File: config.mk
export PLATFORM = sky130hd
export DESIGN_NAME = bqs_isqrt
export DESIGN_NICKNAME = d
export VERILOG_FILES = /design/src/bqs_pkg.sv /design/src/bqs_isqrt.sv
export SDC_FILE = /design/constraint.sdc
export NUM_CORES = 2
export LEC_CHECK = 0
export BUFFER_PORTS_ARGS = -buffer_cell sky130_fd_sc_hd__buf_4
export CAP_MARGIN = 0
export CORE_MARGIN = 5
export CORE_UTILIZATION = 48
export CTS_BUF_LIST = sky130_fd_sc_hd__clkbuf_8
export DETAILED_ROUTE_END_ITERATION = 8
export PLACE_DENSITY = 0.63
export SKIP_LAST_GASP = 1
export SLEW_MARGIN = 20
export SYNTH_ARGS = -nofsm -noshare
export SYNTH_HDL_FRONTEND = slang
export SYNTH_MEMORY_MAX_BITS = 65536
export SYNTH_SLANG_ARGS = --single-unit
File: constraint.sdc
create_clock -name i_clk -period 4.6 [get_ports i_clk]
set_input_delay 0.92 -clock i_clk [delete_from_list [all_inputs] [get_ports i_clk]]
set_output_delay 0.92 -clock i_clk [all_outputs]
set_load 0.005 [all_outputs]
File: src/bqs_pkg.sv
`timescale 1ns / 1ps
// ----------------------------------------------------------------------------
// bqs_pkg: shared types and codes of the biquadratic root solver
// Holds the pipeline flow control group and the root count codes.
// ----------------------------------------------------------------------------
package bqs_pkg;

    // Width of the root count field.
    localparam int ROOT_COUNT_W = 3;

    // Root count codes.
    localparam logic [ROOT_COUNT_W-1:0] ROOTS_NONE = 3'd0;
    localparam logic [ROOT_COUNT_W-1:0] ROOTS_PAIR = 3'd2;
    localparam logic [ROOT_COUNT_W-1:0] ROOTS_QUAD = 3'd4;

    // Flow control handed to every pipelined unit.
    typedef struct packed {
        logic valid;    // an item enters the unit
        logic advance;  // the whole pipeline moves one stage
    } t_flow;

endpackage

File: src/bqs_isqrt.sv
`timescale 1ns / 1ps
// ----------------------------------------------------------------------------
// bqs_isqrt: pipelined integer square root
// Digit-by-digit square root, one root bit per register stage, with a
// sideband word and a valid bit that travel alongside each item.
// ----------------------------------------------------------------------------
module bqs_isqrt #(
    parameter int IN_W = 66,
    parameter int SB_W = 1,
    localparam int N   = (IN_W + 1) / 2,
    localparam int XW  = 2 * N
) (
    input  logic                i_clk,
    input  logic                i_rst_n,
    input  bqs_pkg::t_flow      i_flow,
    input  logic [IN_W-1:0]     i_rad,
    input  logic [SB_W-1:0]     i_sb,
    output logic                o_valid,
    output logic [N-1:0]        o_root,
    output logic [SB_W-1:0]     o_sb
);

    logic [XW-1:0]   r_x   [N];
    logic [XW-1:0]   r_res [N];
    logic [SB_W-1:0] r_sb  [N];
    logic [N-1:0]    r_valid;

    logic [XW-1:0]   n_x   [N];
    logic [XW-1:0]   n_res [N];
    logic [SB_W-1:0] n_sb  [N];
    logic [N-1:0]    n_valid;

    // Each stage tries one root bit and keeps the remainder.
    always_comb begin
        logic [XW-1:0] px;
        logic [XW-1:0] pr;
        logic [XW-1:0] bitk;
        logic [XW-1:0] trial;
        for (int k = 0; k < N; k++) begin
            if (k == 0) begin
                px         = XW'(i_rad);
                pr         = '0;
                n_sb[k]    = i_sb;
                n_valid[k] = i_flow.valid;
            end else begin
                px         = r_x[k-1];
                pr         = r_res[k-1];
                n_sb[k]    = r_sb[k-1];
                n_valid[k] = r_valid[k-1];
            end
            bitk  = {{(XW-1){1'b0}}, 1'b1} << (2 * (N - 1 - k));
            trial = pr + bitk;
            if (px >= trial) begin
                n_x[k]   = px - trial;
                n_res[k] = (pr >> 1) + bitk;
            end else begin
                n_x[k]   = px;
                n_res[k] = pr >> 1;
            end
        end
    end

    // Valid bits of the stages.
    always_ff @(posedge i_clk) begin
        if (!i_rst_n) begin
            r_valid <= '0;
        end else if (i_flow.advance) begin
            r_valid <= n_valid;
        end
    end

    // Stage payload.
    always_ff @(posedge i_clk) begin
        if (i_flow.advance) begin
            for (int k = 0; k < N; k++) begin
                r_x[k]   <= n_x[k];
                r_res[k] <= n_res[k];
                r_sb[k]  <= n_sb[k];
            end
        end
    end

    assign o_valid = r_valid[N-1];
    assign o_root  = r_res[N-1][N-1:0];
    assign o_sb    = r_sb[N-1];

endmodule

# == Word-level counts from Yosys, hierarchy flattened ==
# Memories as Yosys holds them, arrays and structs flattened.
# Cells that the tools add are included.
# word_totals
n_memories,3
ff_bits,33
romBits,0
ram_bits,4389
latch_bits,0
word_cells,202
# op_classes
order_cmp,33
eq_ne,0
div_mod_pow,0
addsub,97
n_mux,68
n_bitwise,0
mul,0
shifts,0
reduce_logical,0
# mem_list
memory,depth,width,read_ports,rd_clocked_by_memory_dff,wr,line,source
r_res,33,66,33,0,33,bqs_isqrt.sv:24,logic [XW-1:0] r_res [N];
r_x,33,66,32,0,33,bqs_isqrt.sv:23,logic [XW-1:0] r_x [N];
r_sb,33,1,33,0,33,bqs_isqrt.sv:25,logic [SB_W-1:0] r_sb [N];
# ops
operator,n
66-bit 2-to-1 mux,65
66-bit >= comparator,32
66-bit subtractor,32
65-bit by 1-bit adder with 66-bit output (second input constant),1
65-bit by 11-bit adder with 66-bit output (second input constant),1
65-bit by 13-bit adder with 66-bit output (second input constant),1
65-bit by 15-bit adder with 66-bit output (second input constant),1
65-bit by 17-bit adder with 66-bit output (second input constant),1
65-bit by 19-bit adder with 66-bit output (second input constant),1
65-bit by 21-bit adder with 66-bit output (second input constant),1
65-bit by 23-bit adder with 66-bit output (second input constant),1
65-bit by 25-bit adder with 66-bit output (second input constant),1
65-bit by 27-bit adder with 66-bit output (second input constant),1
65-bit by 29-bit adder with 66-bit output (second input constant),1
65-bit by 3-bit adder with 66-bit output (second input constant),1
65-bit by 31-bit adder with 66-bit output (second input constant),1
65-bit by 33-bit adder with 66-bit output (second input constant),1
65-bit by 35-bit adder with 66-bit output (second input constant),1
65-bit by 37-bit adder with 66-bit output (second input constant),1
65-bit by 39-bit adder with 66-bit output (second input constant),1
65-bit by 41-bit adder with 66-bit output (second input constant),1
65-bit by 43-bit adder with 66-bit output (second input constant),1
65-bit by 45-bit adder with 66-bit output (second input constant),1
65-bit by 47-bit adder with 66-bit output (second input constant),1
47 further kinds,48

# == Logic depth before layout (Yosys ltp) ==
# An unclocked memory read counts as a cell.
# logic_depth
word_depth,4
mapped_depth,15
ltp_nobuf,13

# == Worst setup path after synthesis ==
# No wires, ideal clock.
# synth_path
path_kind,register to register
startpoint,memory r_x[0][1683] in the netlist's numbering
endpoint,memory r_x[0][1777] in the netlist's numbering (data pin)
path_slack_ns,1.013
setup_ns,0.266
n_path_buf,2
arrival_time_ns,3.321
path_stages_with_launch,14
cell_sequence,edfxtp_1 > ha_1 > buf_4 > nand4_1 > or3_1 > or4_1 > o211ai_1 > a31oi_1 > and2_4 > or4_4 > buf_6 > or3_4 > nor4_4 > xor2_1
# synth_lines
item,line
start: declaration,bqs_isqrt.sv:23

==> results.toml <==
[sta]
setup_tns_ns = 0
max_clock_freq_mhz = 234.1
min_period_ns = 4.272
hold_viol = 0
maxSlewViolCount = 0
fin_skew_ns = 0.1159
finalSetupViolCount = 0
worst_pin_slew_ns = 1.050
grt_setup_unrepaired = "no"
setup_ws_ns = 0.3285
maxSlewHeadroom_pct = 29.39
timing.final.crit_share_pct = 92.86

[floorplanning]
die_area_mm2 = 0.2818
chipHeight_um = 530.8
num_io_pins = 106
start_util_pct = 48.13
fp.dieW_um = 530.8
core_mm2 = 0.2705
rows = 191

[grt]
grt_max_degree = 172
grt_pass1_wl_mm = 492.7
antenna_found_initial = 17
globalRoute.totalOverflow = 0
grt_pass1_vias = 81883
grt_use_total_pct = 22.69

[synthesis]
synth_area_leaders = "edfxtp_1 (62%), ha_1 (5.7%), xor2_1 (3.2%)"
synth.avg_cell_area_um2 = 12.64
netlist_instances = 10301
synth_ff_type = "edfxtp_1"
yosys.area.top_type_share_pct = 62.41
synth_top_area_cell = "edfxtp_1"
async_flop_share_pct = 0
ys_warn_count = 0
synthesis.nets = 10962
yosysSeqAreaShare_pct = 62.92
synth.cell_area_mm2 = 0.1302
synth_cell_types = 105
synth_edf_count = 2706
synth-seq-cells = 2739

[setup_path]
ff2ff_path_depth = 11
crit_path_max_incr_delay_ns = 0.48
crit_type = "register to register"
end_kind = "register"
crit_path_max_fanout = 5
cp_num_buf_inv = 0
worstReg2RegStart = "r_x[0][1728]"
cp.required_ns = 5.36
worstPathArrival_ns = 5.03
worstPathCellList = "ha_1, nor2b_1, o31a_1, o311ai_2, a31oi_1, a221oi_1, nor3b_1, o32ai_1, nand4b_1, nor4_1, xor2_1"
r2r_setup_slack_ns = 0.33
start_kind = "register"
crit_family = "compound AO/OA/AOI/OAI gates"
r2r-end = "r_x[0][1842]"
slowest_stage = "nor3b_1"
cp-startpoint = "r_x[0][1728]"

[placed_design]
pre_cts_ws_ns = 0.2056
place_congestion = 0.9533
port_buffers = 105
hpwlAfterDp_mm = 246.3

[run_status]
status = "complete, no violations"

[pwr]
p_leak_nw = 55.06
peakVddDrop_mv = 0.3134
powerDensity_mw_per_mm2 = 483.4

[cts]
cts_buffers = 449
ctsHtreeMaxLevel = 5
cts_buffer_depth = 4
cts_setup_buffers = 0
cts.sinks = 2739
cts_tree = "yes"
path_clk_slew_ns = 0.06
root_buffer = "clkbuf_8"
clock_latency_ns = 1.09

[cells_and_area]
regArea_mm2 = 0.08192
multiInputGateArea_mm2 = 0.04476
drive_above_1_share_pct = 9.045
area_growth_pct = 11.48
finalNetCount = 11481
final_cell_mix = "edfxtp_1 (2706), inv_1 (818), nor2_1 (676)"
filler_cell_count = 22875
layout_commonest_cell = "edfxtp_1"

[job]
maxCapViolations = 0

[min_path]
hold_class = "input pin to register"
hp-start = "i_flow[1]"
min_to = "r_valid[0]"
hold_depth = 3

[detailed_routing]
wire_per_inst_um = 22.26
drc_errors = 0
vias_per_cell = 5.719
routed_wl_mm = 328.4
ant_nets = 0
drt_pre_antenna_iters = 8
vias = 84380
drt-initial-drc-count = 8114
-- per-stage QoR --
stage                     instances  hold slack, ns  total power [mW]  util (%)  area (um^2)
after global placement        13872          0.4003             49.55     50.22       135900
after CTS                     14748          0.1032             70.64     53.64       145100
after detailed placement      13872          0.4045             49.74     50.22       135900
after global routing          14752          0.1619             73.80     53.65       145100
final                         14754          0.2247             70.16     53.65       145100
after floorplan               10301          0.4003             44.44         -       130200
-- worst min-delay path: stages --
cell     delay, ns
buf_4         0.08
mux2i_1       0.06
nor2b_1       0.10
-- registers in the layout, summed over array words and instances (netlist names) --
| name | cells |
|---|---|
| r_x | 2112 |
| r_res | 561 |
| r_sb | 33 |
| r_valid | 33 |
-- layout make-up --
class | count | share of cell area, %
antenna | 6 | 0.01034
clock buffer | 454 | 4.305
clock inverter | 355 | 1.604
inverter | 716 | 1.852
multi-input combinational | 6613 | 30.84
sequential | 2739 | 56.44
tap | 3570 | 3.078
timing repair buffer | 301 | 1.876
-- worst max-delay path by stage --
stage,to,slack (ns),cells past startpoint
3_5_place_dp,r_x[0][2043],0.21,10
6_report,r_x[0][1842],0.33,11
5_1_grt,r_x[0][1842],0.08,11
2_1_floorplan,r_x[0][1777],1.01,13
3_3_place_gp,r_x[0][1842],0.27,12
4_1_cts,r_x[0][2043],0.18,10
-- logic make-up (layout without fill, tap and decap cells) --
logic type                 Yosys count  count (layout)  share of synthesized area (%)
AOI/OAI and AO/OA                 1917            1917                          9.145
xor gates and xnor gates           938             938                          6.310
and+or+nand+nor                   3035            3035                          12.07
DFF                               2739            2739                          62.92
buffers and inverters              949            1826                          2.773
muxes                              133             133                          1.114
adders and majority gates          590             590                          5.670
other                                0               6                              0
-- report_power, final --
group / switching [mW] / total (mW) / leakage, nW / internal [mW]
Clock: 9.82 / 20.6 / 4.78 / 10.7
Sequential: 2.69 / 34.3 / 26.3 / 31.6
Combinational: 9.04 / 15.3 / 24.0 / 6.27
-- cell usage after synthesis, drive strengths merged (57+ instances only) --
library cell / n
ha: 590
nor2: 676
a21oi: 655
nand3: 174
nand2: 651
and3: 57
a31oi: 57
a21o: 239
or3: 107
or4: 77
o21ai: 466
o21a: 100
nand4: 161
xnor2: 465
inv: 716
edfxtp: 2706
clkbuf: 193
nor3: 285
mux2: 95
nor2b: 112
nor4: 359
nand2b: 117
xor2: 473
-- what timing repair did --
item | in CTS | in global routing
hold buffers | 67 | 0
gates resized for setup | 0 | 2
setup endpoints to repair | 0 | 4
hold endpoints to repair | 68 | 0
-- layer usage --
metal / vias up / wire length [um] / global-route usage [%]
met1: 41399 / 145400 / 32.16
li1: 39653 / - / -
met4: 2 / 8353 / 5.999
met3: 511 / 22130 / 3.873
met5: - / 13 / 0
met2: 2815 / 152600 / 36.43
(Power assumes the default switching activity.)
